$ cat src/hw/rtl/assert_macros.svh
// Assertion helpers for the RTL files that carry checks.
// Each macro takes a label, a clock, an active-low reset, a condition,
// a consequence and a message string.
`ifndef ASSERT_MACROS_SVH
`define ASSERT_MACROS_SVH

// The consequence must hold in the same cycle as the condition.
`define ASSERT_SAME(label, clk, rst_n, ante, cons, msg) \
	label: assert property (@(posedge clk) disable iff (!rst_n) (ante) |-> (cons)) \
		else $error(msg);

// The consequence must hold in the cycle after the condition.
`define ASSERT_NEXT(label, clk, rst_n, ante, cons, msg) \
	label: assert property (@(posedge clk) disable iff (!rst_n) (ante) |=> (cons)) \
		else $error(msg);

`endif

$ cat src/hw/rtl/rcwa_pkg.sv
// ============================================================================
// rcwa_pkg
// Shared types and constants of the ring code weight analyzer.
// ============================================================================
`default_nettype none

package rcwa_pkg;

	// Generator row registers: six 2-bit symbols each.
	localparam int REG_W     = 12;
	localparam int REG_COUNT = 8;
	localparam int REG_IDX_W = $clog2(REG_COUNT);
	localparam int SYM_MAX   = REG_W / 2;

	// Configuration port index width; indexes past the last row are ignored.
	localparam int CFG_IDX_W = 4;

	// Item field widths.
	localparam int MSG_W  = 8;
	localparam int CNT_W  = 3;
	localparam int BIN_W  = 9;
	localparam int DUAL_W = 13;

	localparam logic [BIN_W-1:0]  BIN_MAX  = {BIN_W{1'b1}};
	localparam logic [DUAL_W-1:0] DUAL_MAX = {DUAL_W{1'b1}};

	// Item modes.
	localparam logic MODE_ENCODE = 1'b0;
	localparam logic MODE_DUAL   = 1'b1;

	// Ring symbol codes.
	localparam logic [1:0] SYM_ZERO = 2'b00;
	localparam logic [1:0] SYM_A    = 2'b01;
	localparam logic [1:0] SYM_B    = 2'b10;
	localparam logic [1:0] SYM_C    = 2'b11;

	typedef logic [REG_COUNT-1:0][REG_W-1:0] gen_rows_t;

	// Per-item result of the symbol unit.
	typedef struct packed {
		logic [REG_W-1:0] codeword;
		logic [CNT_W-1:0] weight;
		logic [CNT_W-1:0] a_cnt;
		logic [CNT_W-1:0] b_cnt;
		logic [CNT_W-1:0] c_cnt;
		logic             dual;
	} sym_res_t;

	// Output register contents.
	typedef struct packed {
		logic [REG_W-1:0]  codeword;
		logic [CNT_W-1:0]  weight;
		logic [CNT_W-1:0]  zero_count;
		logic [CNT_W-1:0]  a_count;
		logic [CNT_W-1:0]  b_count;
		logic [CNT_W-1:0]  c_count;
		logic [BIN_W-1:0]  bin_count;
		logic [CNT_W-1:0]  min_weight;
		logic              is_dual;
		logic [DUAL_W-1:0] dual_count;
	} out_word_t;

endpackage

`default_nettype wire

$ cat src/hw/rtl/rcwa_item_if.sv
// ============================================================================
// rcwa_item_if
// Input channel: one word per message or candidate, valid/ready handshake.
// ============================================================================
`default_nettype none

interface rcwa_item_if import rcwa_pkg::*; ();

	logic             valid;
	logic             ready;
	logic             mode;
	logic [MSG_W-1:0] message;
	logic [REG_W-1:0] candidate;
	logic             clear;

	modport source (output valid, output mode, output message, output candidate,
		output clear, input ready);
	modport sink (input valid, input mode, input message, input candidate,
		input clear, output ready);

endinterface

`default_nettype wire

$ cat src/hw/rtl/rcwa_result_if.sv
// ============================================================================
// rcwa_result_if
// Output channel: one result word per item, valid/ready handshake.
// ============================================================================
`default_nettype none

interface rcwa_result_if import rcwa_pkg::*; ();

	logic              valid;
	logic              ready;
	logic [REG_W-1:0]  codeword;
	logic [CNT_W-1:0]  weight;
	logic [CNT_W-1:0]  zero_count;
	logic [CNT_W-1:0]  a_count;
	logic [CNT_W-1:0]  b_count;
	logic [CNT_W-1:0]  c_count;
	logic [BIN_W-1:0]  bin_count;
	logic [CNT_W-1:0]  min_weight;
	logic              is_dual;
	logic [DUAL_W-1:0] dual_count;

	modport source (output valid, output codeword, output weight, output zero_count,
		output a_count, output b_count, output c_count, output bin_count,
		output min_weight, output is_dual, output dual_count, input ready);
	modport sink (input valid, input codeword, input weight, input zero_count,
		input a_count, input b_count, input c_count, input bin_count,
		input min_weight, input is_dual, input dual_count, output ready);

endinterface

`default_nettype wire

$ cat src/hw/rtl/rcwa_hist_ram.sv
// ============================================================================
// rcwa_hist_ram
// Histogram storage: one write port, one read port, registered read data.
// ============================================================================
`default_nettype none

module rcwa_hist_ram #(
	parameter int DEPTH = 7,
	parameter int AW    = 3,
	parameter int DW    = 9
) (
	input  wire logic          clk,
	input  wire logic          we,
	input  wire logic [AW-1:0] waddr,
	input  wire logic [DW-1:0] wdata,
	input  wire logic          re,
	input  wire logic [AW-1:0] raddr,
	output logic      [DW-1:0] rdata
);

	logic [DW-1:0] mem [DEPTH];

	always_ff @(posedge clk) begin
		if (we) begin
			mem[waddr] <= wdata;
		end
	end

	// Read data holds while no read is issued, so a stalled item keeps it.
	always_ff @(posedge clk) begin
		if (re) begin
			rdata <= mem[raddr];
		end
	end

endmodule

`default_nettype wire

$ cat src/hw/rtl/rcwa_symbol_unit.sv
// ============================================================================
// rcwa_symbol_unit
// Builds the codeword from the selected rows, counts its symbols and runs the
// duality test of a candidate against the rows.
// ============================================================================
`default_nettype none

module rcwa_symbol_unit import rcwa_pkg::*; #(
	parameter int SYMBOLS = 6,
	parameter int ROWS    = 8
) (
	input  wire logic             mode,
	input  wire logic [MSG_W-1:0] message,
	input  wire logic [REG_W-1:0] candidate,
	input  wire gen_rows_t        gen_rows,
	output sym_res_t              res
);

	// Symbols beyond the register width always read as zero.
	localparam int ACT = (SYMBOLS < SYM_MAX) ? SYMBOLS : SYM_MAX;

	logic [REG_W-1:0] cw;
	logic [REG_W-1:0] mask;
	logic [CNT_W-1:0] na, nb, nc;
	logic             hit;
	logic [1:0]       sym;
	logic [1:0]       rsym;

	always_comb begin
		cw   = '0;
		mask = '0;
		na   = '0;
		nb   = '0;
		nc   = '0;
		hit  = 1'b0;
		sym  = SYM_ZERO;
		rsym = SYM_ZERO;
		for (int k = 0; k < ROWS; k++) begin
			if (message[k]) begin
				cw = cw ^ gen_rows[k];
			end
		end
		for (int m = 0; m < ACT; m++) begin
			mask[2*m +: 2] = 2'b11;
		end
		cw = cw & mask;
		for (int m = 0; m < ACT; m++) begin
			sym = cw[2*m +: 2];
			case (sym)
				SYM_A:   na = na + 1'b1;
				SYM_B:   nb = nb + 1'b1;
				SYM_C:   nc = nc + 1'b1;
				default: ;
			endcase
		end
		// A product is nonzero when the candidate symbol is nonzero and the
		// row symbol is a or b.
		for (int k = 0; k < ROWS; k++) begin
			for (int m = 0; m < ACT; m++) begin
				rsym = gen_rows[k][2*m +: 2];
				if ((candidate[2*m +: 2] != SYM_ZERO) && (rsym[0] ^ rsym[1])) begin
					hit = 1'b1;
				end
			end
		end
	end

	always_comb begin
		if (mode == MODE_ENCODE) begin
			res.codeword = cw;
			res.a_cnt    = na;
			res.b_cnt    = nb;
			res.c_cnt    = nc;
			res.weight   = na + nb + nc;
			res.dual     = 1'b0;
		end else begin
			res.codeword = '0;
			res.a_cnt    = '0;
			res.b_cnt    = '0;
			res.c_cnt    = '0;
			res.weight   = '0;
			res.dual     = !hit;
		end
	end

endmodule

`default_nettype wire

$ cat src/hw/rtl/ring_code_weight_analyzer.sv
// ============================================================================
// ring_code_weight_analyzer
// Weight enumerator for a code over the four-symbol ring {0,a,b,c}.
// ============================================================================
// Usage: generator rows are written through wr_en/wr_index/wr_data while the
// block is idle; an index past the last row is dropped. Items arrive on the
// item channel and each gives exactly one word on the result channel, in order.
// A mode 0 word encodes a message, updates the weight histogram and the running
// minimum weight; a mode 1 word tests a candidate for duality and counts it.
// A set clear bit wipes histogram, minimum and dual count before the item.
// An accepted item is registered in the RAM stage and then in the output register.
// Throughput: one item per cycle while the receiver does not stall. The
// histogram lives in a one-read one-write RAM; the read is issued at
// acceptance and the read-modify-write completes when the item leaves the RAM
// stage, with the last written entry forwarded to cover back-to-back hits on the same bin.
// Reset clears the rows, the statistics and all handshake state at once; per
// bin valid bits stand in for clearing the RAM, so no clearing pass is needed.
// When the receiver stalls, the output register holds its word and the item in
// the RAM stage waits; one more item is still taken while the stage is empty.
// ============================================================================
`default_nettype none

module ring_code_weight_analyzer import rcwa_pkg::*; #(
	parameter int SYMBOLS = 6,
	parameter int ROWS    = 8
) (
	input  wire logic                 clk,
	input  wire logic                 arst_n,
	input  wire logic                 wr_en,
	input  wire logic [CFG_IDX_W-1:0] wr_index,
	input  wire logic [REG_W-1:0]     wr_data,
	rcwa_item_if.sink                 item,
	rcwa_result_if.source             result
);

	`include "assert_macros.svh"

	// Histogram has one bin per weight from zero up to SYMBOLS.
	localparam int DEPTH = SYMBOLS + 1;
	localparam int HAW   = $clog2(DEPTH);
	localparam int LW_W  = $clog2(SYMBOLS + 1);
	localparam int ZC_W  = $clog2(SYMBOLS + 1) + 1;

	// Generator rows; the user must write them only while idle, the block does not enforce it.
	gen_rows_t gen_rows_q;

	always_ff @(posedge clk or negedge arst_n) begin
		if (!arst_n) begin
			gen_rows_q <= '0;
		end else if (wr_en && (wr_index < CFG_IDX_W'(REG_COUNT))) begin
			gen_rows_q[wr_index[REG_IDX_W-1:0]] <= wr_data;
		end
	end

	// Front end: codeword, counts and duality straight from the input word.
	sym_res_t res;

	rcwa_symbol_unit #(
		.SYMBOLS (SYMBOLS),
		.ROWS    (ROWS)
	) u_sym (
		.mode      (item.mode),
		.message   (item.message),
		.candidate (item.candidate),
		.gen_rows  (gen_rows_q),
		.res       (res)
	);

	logic accept;
	logic adv;
	logic s1_vld_q;
	logic out_vld_q;

	assign adv        = !out_vld_q || result.ready;
	assign item.ready = !s1_vld_q || adv;
	assign accept     = item.valid && item.ready;

	// Stage 1 registers: the item waits here while the RAM read completes.
	sym_res_t       res_s1;
	logic           mode_s1;
	logic           clear_s1;
	logic           msg_nz_s1;
	logic [HAW-1:0] addr_s1;

	always_ff @(posedge clk) begin
		if (accept) begin
			res_s1    <= res;
			mode_s1   <= item.mode;
			clear_s1  <= item.clear;
			msg_nz_s1 <= |item.message[ROWS-1:0];
			addr_s1   <= HAW'(res.weight);
		end
	end

	always_ff @(posedge clk or negedge arst_n) begin
		if (!arst_n) begin
			s1_vld_q <= 1'b0;
		end else if (accept) begin
			s1_vld_q <= 1'b1;
		end else if (adv) begin
			s1_vld_q <= 1'b0;
		end
	end

	// Histogram RAM.
	logic             hist_we;
	logic [BIN_W-1:0] hist_rdata;
	logic [BIN_W-1:0] bin_new;
	logic             s1_go;

	assign s1_go   = s1_vld_q && adv;
	assign hist_we = s1_go && (mode_s1 == MODE_ENCODE);

	rcwa_hist_ram #(
		.DEPTH (DEPTH),
		.AW    (HAW),
		.DW    (BIN_W)
	) u_hist (
		.clk   (clk),
		.we    (hist_we),
		.waddr (addr_s1),
		.wdata (bin_new),
		.re    (accept),
		.raddr (HAW'(res.weight)),
		.rdata (hist_rdata)
	);

	// A bin that is not marked valid reads as zero, so a clear needs no pass over the RAM.
	logic [DEPTH-1:0] bin_vld_q;
	logic [DEPTH-1:0] bin_sel;

	// The last write is kept so that the next item sees it even though its
	// read was issued in the same cycle as that write.
	logic             fwd_vld_q;
	logic [HAW-1:0]   fwd_addr_q;
	logic [BIN_W-1:0] fwd_data_q;

	logic [BIN_W-1:0]  bin_old;
	logic [LW_W-1:0]   lw_q;
	logic [LW_W-1:0]   lw_cur;
	logic [LW_W-1:0]   lw_next;
	logic [LW_W-1:0]   w_lw;
	logic [DUAL_W-1:0] dt_q;
	logic [DUAL_W-1:0] dt_cur;
	logic [DUAL_W-1:0] dt_next;
	logic [ZC_W-1:0]   zero_cnt;

	always_comb begin
		bin_sel = '0;
		bin_sel[addr_s1] = 1'b1;
		if (clear_s1 || !bin_vld_q[addr_s1]) begin
			bin_old = '0;
		end else if (fwd_vld_q && (fwd_addr_q == addr_s1)) begin
			bin_old = fwd_data_q;
		end else begin
			bin_old = hist_rdata;
		end
		bin_new = (bin_old == BIN_MAX) ? bin_old : bin_old + 1'b1;

		lw_cur = clear_s1 ? LW_W'(SYMBOLS) : lw_q;
		w_lw   = LW_W'(res_s1.weight);
		if ((mode_s1 == MODE_ENCODE) && msg_nz_s1 && (w_lw < lw_cur)) begin
			lw_next = w_lw;
		end else begin
			lw_next = lw_cur;
		end

		dt_cur = clear_s1 ? '0 : dt_q;
		if ((mode_s1 == MODE_DUAL) && res_s1.dual && (dt_cur != DUAL_MAX)) begin
			dt_next = dt_cur + 1'b1;
		end else begin
			dt_next = dt_cur;
		end

		zero_cnt = ZC_W'(SYMBOLS) - ZC_W'(res_s1.weight);
	end

	always_ff @(posedge clk or negedge arst_n) begin
		if (!arst_n) begin
			bin_vld_q <= '0;
			fwd_vld_q <= 1'b0;
			lw_q      <= LW_W'(SYMBOLS);
			dt_q      <= '0;
		end else if (s1_go) begin
			lw_q <= lw_next;
			dt_q <= dt_next;
			if (mode_s1 == MODE_ENCODE) begin
				bin_vld_q <= (clear_s1 ? '0 : bin_vld_q) | bin_sel;
				fwd_vld_q <= 1'b1;
			end else if (clear_s1) begin
				bin_vld_q <= '0;
			end
		end
	end

	always_ff @(posedge clk) begin
		if (hist_we) begin
			fwd_addr_q <= addr_s1;
			fwd_data_q <= bin_new;
		end
	end

	// Output register.
	out_word_t out_q;

	always_ff @(posedge clk) begin
		if (s1_go) begin
			out_q.codeword   <= res_s1.codeword;
			out_q.weight     <= res_s1.weight;
			out_q.zero_count <= (mode_s1 == MODE_ENCODE) ? CNT_W'(zero_cnt) : '0;
			out_q.a_count    <= res_s1.a_cnt;
			out_q.b_count    <= res_s1.b_cnt;
			out_q.c_count    <= res_s1.c_cnt;
			out_q.bin_count  <= (mode_s1 == MODE_ENCODE) ? bin_new : '0;
			out_q.min_weight <= CNT_W'(lw_next);
			out_q.is_dual    <= res_s1.dual;
			out_q.dual_count <= dt_next;
		end
	end

	always_ff @(posedge clk or negedge arst_n) begin
		if (!arst_n) begin
			out_vld_q <= 1'b0;
		end else if (adv) begin
			out_vld_q <= s1_vld_q;
		end
	end

	assign result.valid      = out_vld_q;
	assign result.codeword   = out_q.codeword;
	assign result.weight     = out_q.weight;
	assign result.zero_count = out_q.zero_count;
	assign result.a_count    = out_q.a_count;
	assign result.b_count    = out_q.b_count;
	assign result.c_count    = out_q.c_count;
	assign result.bin_count  = out_q.bin_count;
	assign result.min_weight = out_q.min_weight;
	assign result.is_dual    = out_q.is_dual;
	assign result.dual_count = out_q.dual_count;

	// The running minimum only falls unless a clear comes through.
	`ASSERT_NEXT(a_min_monotonic, clk, arst_n, s1_go && !clear_s1, lw_q <= $past(lw_q), "minimum weight rose without a clear")
	// The dual count only grows unless a clear comes through.
	`ASSERT_NEXT(a_dual_monotonic, clk, arst_n, s1_go && !clear_s1, dt_q >= $past(dt_q), "dual count fell without a clear")
	// The reported weight is the sum of the nonzero symbol counts.
	`ASSERT_SAME(a_weight_sum, clk, arst_n, result.valid, {2'b00, result.weight} == ({2'b00, result.a_count} + {2'b00, result.b_count} + {2'b00, result.c_count}), "weight differs from symbol counts")
	// A mode 0 word always lands in a nonzero histogram bin.
	`ASSERT_SAME(a_bin_nonzero, clk, arst_n, hist_we, bin_new != '0, "histogram bin written as zero")

endmodule

`default_nettype wire
$ cat src/flat_wrapper.sv
// flat-port wrapper written by rule: the top's interface ports become plain ports
module ring_code_weight_analyzer_flat import rcwa_pkg::*;
#(
	parameter int SYMBOLS = 6,
	parameter int ROWS    = 8
)
  (clk, arst_n, wr_en, wr_index, wr_data, item_valid, item_mode, item_message, item_candidate, item_clear, item_ready, result_valid, result_codeword, result_weight, result_zero_count, result_a_count, result_b_count, result_c_count, result_bin_count, result_min_weight, result_is_dual, result_dual_count, result_ready);
  rcwa_item_if item_i ();
  rcwa_result_if result_i ();
  input  wire logic clk;
  input  wire logic arst_n;
  input  wire logic wr_en;
  input  wire logic [CFG_IDX_W-1:0] wr_index;
  input  wire logic [REG_W-1:0] wr_data;
  input wire logic [$bits(item_i.valid)-1:0] item_valid;
  input wire logic [$bits(item_i.mode)-1:0] item_mode;
  input wire logic [$bits(item_i.message)-1:0] item_message;
  input wire logic [$bits(item_i.candidate)-1:0] item_candidate;
  input wire logic [$bits(item_i.clear)-1:0] item_clear;
  output wire logic [$bits(item_i.ready)-1:0] item_ready;
  output wire logic [$bits(result_i.valid)-1:0] result_valid;
  output wire logic [$bits(result_i.codeword)-1:0] result_codeword;
  output wire logic [$bits(result_i.weight)-1:0] result_weight;
  output wire logic [$bits(result_i.zero_count)-1:0] result_zero_count;
  output wire logic [$bits(result_i.a_count)-1:0] result_a_count;
  output wire logic [$bits(result_i.b_count)-1:0] result_b_count;
  output wire logic [$bits(result_i.c_count)-1:0] result_c_count;
  output wire logic [$bits(result_i.bin_count)-1:0] result_bin_count;
  output wire logic [$bits(result_i.min_weight)-1:0] result_min_weight;
  output wire logic [$bits(result_i.is_dual)-1:0] result_is_dual;
  output wire logic [$bits(result_i.dual_count)-1:0] result_dual_count;
  input wire logic [$bits(result_i.ready)-1:0] result_ready;
  assign item_i.valid = item_valid;
  assign item_i.mode = item_mode;
  assign item_i.message = item_message;
  assign item_i.candidate = item_candidate;
  assign item_i.clear = item_clear;
  assign item_ready = item_i.ready;
  assign result_valid = result_i.valid;
  assign result_codeword = result_i.codeword;
  assign result_weight = result_i.weight;
  assign result_zero_count = result_i.zero_count;
  assign result_a_count = result_i.a_count;
  assign result_b_count = result_i.b_count;
  assign result_c_count = result_i.c_count;
  assign result_bin_count = result_i.bin_count;
  assign result_min_weight = result_i.min_weight;
  assign result_is_dual = result_i.is_dual;
  assign result_dual_count = result_i.dual_count;
  assign result_i.ready = result_ready;
  ring_code_weight_analyzer #(.SYMBOLS(SYMBOLS), .ROWS(ROWS)) u_core (.clk(clk), .arst_n(arst_n), .wr_en(wr_en), .wr_index(wr_index), .wr_data(wr_data), .item(item_i), .result(result_i));
endmodule
$ cat config.mk
export PLATFORM = sky130hd
export DESIGN_NAME = ring_code_weight_analyzer_flat
export DESIGN_NICKNAME = d
export VERILOG_FILES = /design/src/hw/rtl/rcwa_pkg.sv /design/src/hw/rtl/rcwa_item_if.sv /design/src/hw/rtl/rcwa_result_if.sv /design/src/hw/rtl/rcwa_hist_ram.sv /design/src/hw/rtl/rcwa_symbol_unit.sv /design/src/hw/rtl/ring_code_weight_analyzer.sv /design/src/flat_wrapper.sv
export VERILOG_INCLUDE_DIRS = /design/src /design/src/hw/rtl
export SDC_FILE = /design/constraint.sdc
export NUM_CORES = 1
export LEC_CHECK = 0
export ABC_AREA = 1
export ABC_CLOCK_PERIOD_IN_PS = 5100
export BUFFER_PORTS_ARGS = -buffer_cell sky130_fd_sc_hd__buf_4
export CORE_MARGIN = 3
export CORE_UTILIZATION = 40
export DETAILED_ROUTE_END_ITERATION = 8
export PLACE_DENSITY = 0.65
export SKIP_CTS_REPAIR_TIMING = 1
export SYNTH_ARGS = -nofsm -noshare
export SYNTH_HDL_FRONTEND = slang
export SYNTH_HIERARCHICAL = 1
export SYNTH_SLANG_ARGS = --single-unit
$ cat constraint.sdc
create_clock -name clk -period 5.1 [get_ports clk]
set_input_delay 1.02 -clock clk [delete_from_list [all_inputs] [get_ports clk]]
set_output_delay 1.02 -clock clk [all_outputs]
set_load 0.005 [all_outputs]
# Word-level counts from Yosys, hierarchy flattened
# Memories as Yosys holds them, arrays and structs flattened. A register that Yosys moved wholly into a read port is not among the register bits.
# Cells that the tools add are included.
# word_totals
ram_bits	63
elab_cells	310
output_inout_bits	55
register_bits	215
in_bits	43
n_memories	1
# classes
reduce_logical	75
n_lt_le_gt_ge	6
n_bitwise	57
mux	95
eq_ne	21
addsub	20
# mem_list
memory	words	width	rd	rd_clocked_by_memory_dff	write_ports	line_no	text
u_core.u_hist.mem	7	9	1	1	1	rcwa_hist_ram.sv:21	logic [DW-1:0] mem [DEPTH];
# op_table
op	count
$mux 12	9
$bwmux 96	1
$xor 12x12->12	7
$logic_and 1x1->1	59
$mux 1	57
$mux 3	17
$xor 1x1->1	48
$add 3x1->3 const B	15
$mux 13	3
$demux 12 s3	1
$mux 9	3
$eq 2x2->1 const B	12
$mux 7	2
$reduce_bool 2->1	7
$add 13x1->13 const B	1
$ne 13x13->1 const B	1
$eq 2x1->1 const B	6
$add 9x1->9 const B	1
$eq 9x9->1 const B	1
$lt 3x4->1 const B	2
$reduce_or 8->1	1
$or 7x7->7	1
$add 3x3->3	2
$ge 3x1->1 const B	2
10 further kinds	15

# Depth between registers and ports, before layout
# depth
depth_word	52
ltp_mapped	40

# Cells and area by module
# The synthesis kept the hierarchy.
# by_module_without_submodules
mod	cells_per_inst	area_each_um2	instances
ring_code_weight_analyzer	770	8425.6	1
rcwa_symbol_unit	668	3578.4	1
rcwa_hist_ram	262	2989.1	1

# Worst setup path before layout
# No wires, ideal clock.
# synth_timing
kind	input to register
from	input port item_message[3]
to	register u_core.u_hist.rdata[7], read port of u_core.u_hist.mem (data pin)
required_time_ns	4.846
cell_stages	33
path_slack_ns	-0.974
arrival_ns	5.821
setup_time_ns	0.254
path_cell_list	buf_4 > buf_6 > nand2_1 > xor2_1 > xnor2_1 > xor2_1 > inv_1 > nor2_1 > inv_1 > ha_1 > inv_1 > nand2_1 > nand2_2 > inv_1 > ha_1 > mux2_2 > ha_1 > nand2_1 > nand2_1 > ha_1 > or2_2 > o21ai_0 > inv_1 > fa_1 > ha_1 > inv_1 > nor2_1 > buf_6 > inv_4 > buf_6 > or2_0 > nand3_1 > nand2_1
# synth_rtl
element	line_no	text
start, declared	flat_wrapper.sv:17	input wire logic [$bits(item_i.message)-1:0] item_message;
end, declared	rcwa_hist_ram.sv:18	output logic [DW-1:0] rdata

==> results.json <==
{
  "dieArea_mm2": 0.0398,
  "ios": 98,
  "antenna_left": 0,
  "critPathCaptureType": "register",
  "synthArstFlopShare_pct": 42.5,
  "final.setup_skew_ns": 0.0224,
  "setup_slack_ns": -0.374,
  "report.final.slew_viol_count": 0,
  "cap_viol_max_count": 0,
  "gp_congestion": 0.864,
  "ys.flop_type": "edfxtp_1",
  "tightest_slew_ns": 1.07,
  "status": "finished with violations",
  "die_h_um": 200,
  "cp.arrival_ns": 5.79,
  "cp-startpoint": "item_message[0]",
  "stdcell_area_mm2": 0.0181,
  "finalCritPeriodShare_pct": 107,
  "synth.most_common_cell": "nand2_1",
  "relSlewSlack_pct": 28.4,
  "grt_pass1_wl_um": 57600,
  "crit_slowest_cell": "fa_2",
  "cp-endpoint": "u_core/u_hist/rdata[2]$_DFFE_PP_",
  "grt_max_degree": 79,
  "synthCells": 1700,
  "area_delta_synth_final_pct": 20.8,
  "cp_max_fo": 6,
  "setup_viol": 9,
  "fin_crit_ns": 5.47,
  "yosysTopAreaCell": "edfxtp_1",
  "wl_per_cell_um": 15.3,
  "cp-start-kind": "primary input",
  "synth.top_cells.by_count": "552 x nand2_1, 187 x inv_1, 165 x edfxtp_1",
  "dpl.hpwl_um": 26100,
  "violations": "setup timing",
  "place_inst": 2332,
  "hold_viol_final": 0,
  "timing.fmax_mhz": 183,
  "placed_area_mm2": 0.0170,
  "grt_pass1_vias": 11300,
  "synth_area_mm2": 0.0150,
  "rsz0062_at_grt": "true",
  "ys_types": 50,
  "reg2reg_from": "u_core/gen_rows_q[60]$_DFFE_PN0P_",
  "nFillCells": 3386,
  "clkSlewWorstSetupHoldPaths_ns": 0.06,
  "syn_area_per_cell_um2": 8.82,
  "path_common_cell": "nand2_1",
  "cts_tree": "yes",
  "worstRegToRegCells": 30,
  "crit_type": "in2reg",
  "cts_buffer_depth": 3,
  "dr.pass1.iters": 5,
  "layout-drive-gt1-share_pct": 20.2,
  "synth_seq_area_share_pct": 53.4,
  "diodes": 0,
  "numCtsBuffers": 31,
  "grt_overflow": 0,
  "fp.dieW_um": 200,
  "clock-sinks": 287,
  "cts-root-buf": "clkbuf_16",
  "synth-seq-cells": 287,
  "viasPerCell": 5.00,
  "synth_area_leaders": "edfxtp_1 33%, dfrtp_1 20%, nand2_1 14%, inv_1 4.7%, nand3_1 4.3%",
  "fin_cells": 2396,
  "syn_nets": 1765,
  "yosysWarningCount": 6,
  "start_util_pct": 40.8,
  "clk_latency_ns": 0.57,
  "track_usage_pct": 18.0,
  "finalSetupTns_ns": -3.10,
  "hold-worst-slack_ns": 0.418,
  "drt_iter0_drc": 792,
  "htree_levels": 1,
  "rrSetupSlack_ns": -0.20,
  "drc_errors": 0,
  "numPortBuffers": 97,
  "synth.top_cell.area_share_pct": 33.0,
  "synth-edff-count": 165,
  "r2r-end": "u_core/u_hist/rdata[2]$_DFFE_PP_",
  "max_stage_delay_ns": 0.49,
  "coreArea_mm2": 0.0368,
  "num_vias": 12000,
  "drt-total-wl_um": 36700,
  "crit_required_ns": 5.41,
  "antenna_found_initial": 0,
  "num_rows": 70,
  "nets": 1968,
  "hp-class": "reg2reg"
}
## sequential cells by signal (all words and copies together) (netlist names), 3 cells and up
signal	flops
u_core/gen_rows_q	96
u_core/u_hist/mem	63
u_core/res_s1	22
u_core/dt_q	13
u_core/result.dual_count	13
u_core/result.codeword	12
u_core/fwd_data_q	9
u_core/result.bin_count	9
u_core/u_hist/rdata	9
u_core/bin_vld_q	7
u_core/addr_s1	3
u_core/fwd_addr_q	3
u_core/lw_q	3
u_core/result.a_count	3
u_core/result.b_count	3
u_core/result.c_count	3
u_core/result.min_weight	3
u_core/result.weight	3
u_core/result.zero_count	3
## layer usage
metal	vias to the layer above	routed length (µm)	GRT usage, %
met1	5723	16400	24.5
met5	-	0	0
met2	312	17600	30.6
li1	5901	-	-
met4	0	715	4.60
met3	47	1880	2.61
## cell usage in the layout, fill, tap and decap left out, types with 8 or more instances in the layout
cell type	instances
or2_2	10
inv_2	18
ha_1	14
nand3_2	10
nand2_1	541
inv_1	178
buf_4	210
edfxtp_1	165
nand4_1	9
clkbuf_16	31
xor2_1	34
o21ai_0	90
clkinv_1	8
xnor2_1	47
nand3_1	127
a21oi_1	34
nand2_2	31
dfrtp_1	120
o22ai_1	16
clkinv_2	8
nor2_1	109
## critical path, delay by kind of cell
family          cells  cell delay (ns)
buf+inv             9             0.73
fa+ha+maj           6             1.77
simple gates       11             1.25
mux                 1             0.29
xor+xnor            3             0.64
compound gates      1             0.08
## worst min path at each step
stage,startpoint,endpoint,slack [ns],cells past startpoint
after CTS,u_core/res_s1[20]$_DFFE_PP_,u_core/result.codeword[7]$_DFFE_PP_,0.42,0
after floorplan,u_core/res_s1[7]$_DFFE_PP_,u_core/result.a_count[0]$_DFFE_PP_,0.40,0
after detailed placement,u_core/res_s1[20]$_DFFE_PP_,u_core/result.codeword[7]$_DFFE_PP_,0.41,0
after global placement,u_core/res_s1[2]$_DFFE_PP_,u_core/result.c_count[1]$_DFFE_PP_,0.40,0
final,u_core/res_s1[20]$_DFFE_PP_,u_core/result.codeword[7]$_DFFE_PP_,0.42,0
after global routing,u_core/res_s1[8]$_DFFE_PP_,u_core/result.a_count[1]$_DFFE_PP_,0.43,0
## logic make-up after synthesis
kind of cell | after synthesis | share of synthesized area [%]
AOI/OAI and AO/OA | 165 | 6.13
xor gates and xnor gates | 91 | 5.72
adders and majority gates | 22 | 1.94
buffers and inverters | 249 | 7.17
DFF | 287 | 53.4
muxes | 2 | 0.150
and+or+nand+nor | 884 | 25.5
## cell type report
class | count | area (µm²) | share of cell area (%)
timing repair inverter | 2 | 16.3 | 0.0898
timing repair buffer | 216 | 1660 | 9.17
clock buffer | 38 | 802 | 4.43
inverter | 201 | 762 | 4.21
tap | 468 | 586 | 3.23
sequential | 287 | 8010 | 44.2
multi-input combinational | 1164 | 6120 | 33.8
clock inverter | 20 | 164 | 0.905
## metrics by stage
| step | utilization (%) | setup slack [ns] |
|---|---|---|
| finish | 49.3 | -0.374 |
| global placement | 46.2 | -0.947 |
| global route | 49.3 | -0.558 |
| detailed placement | 46.2 | -0.981 |
| floorplan | - | -0.696 |
| CTS | 48.8 | -0.427 |
Power is not shown: default switching activity piles up to over one toggle a cycle in this logic, so the estimate is an artifact.
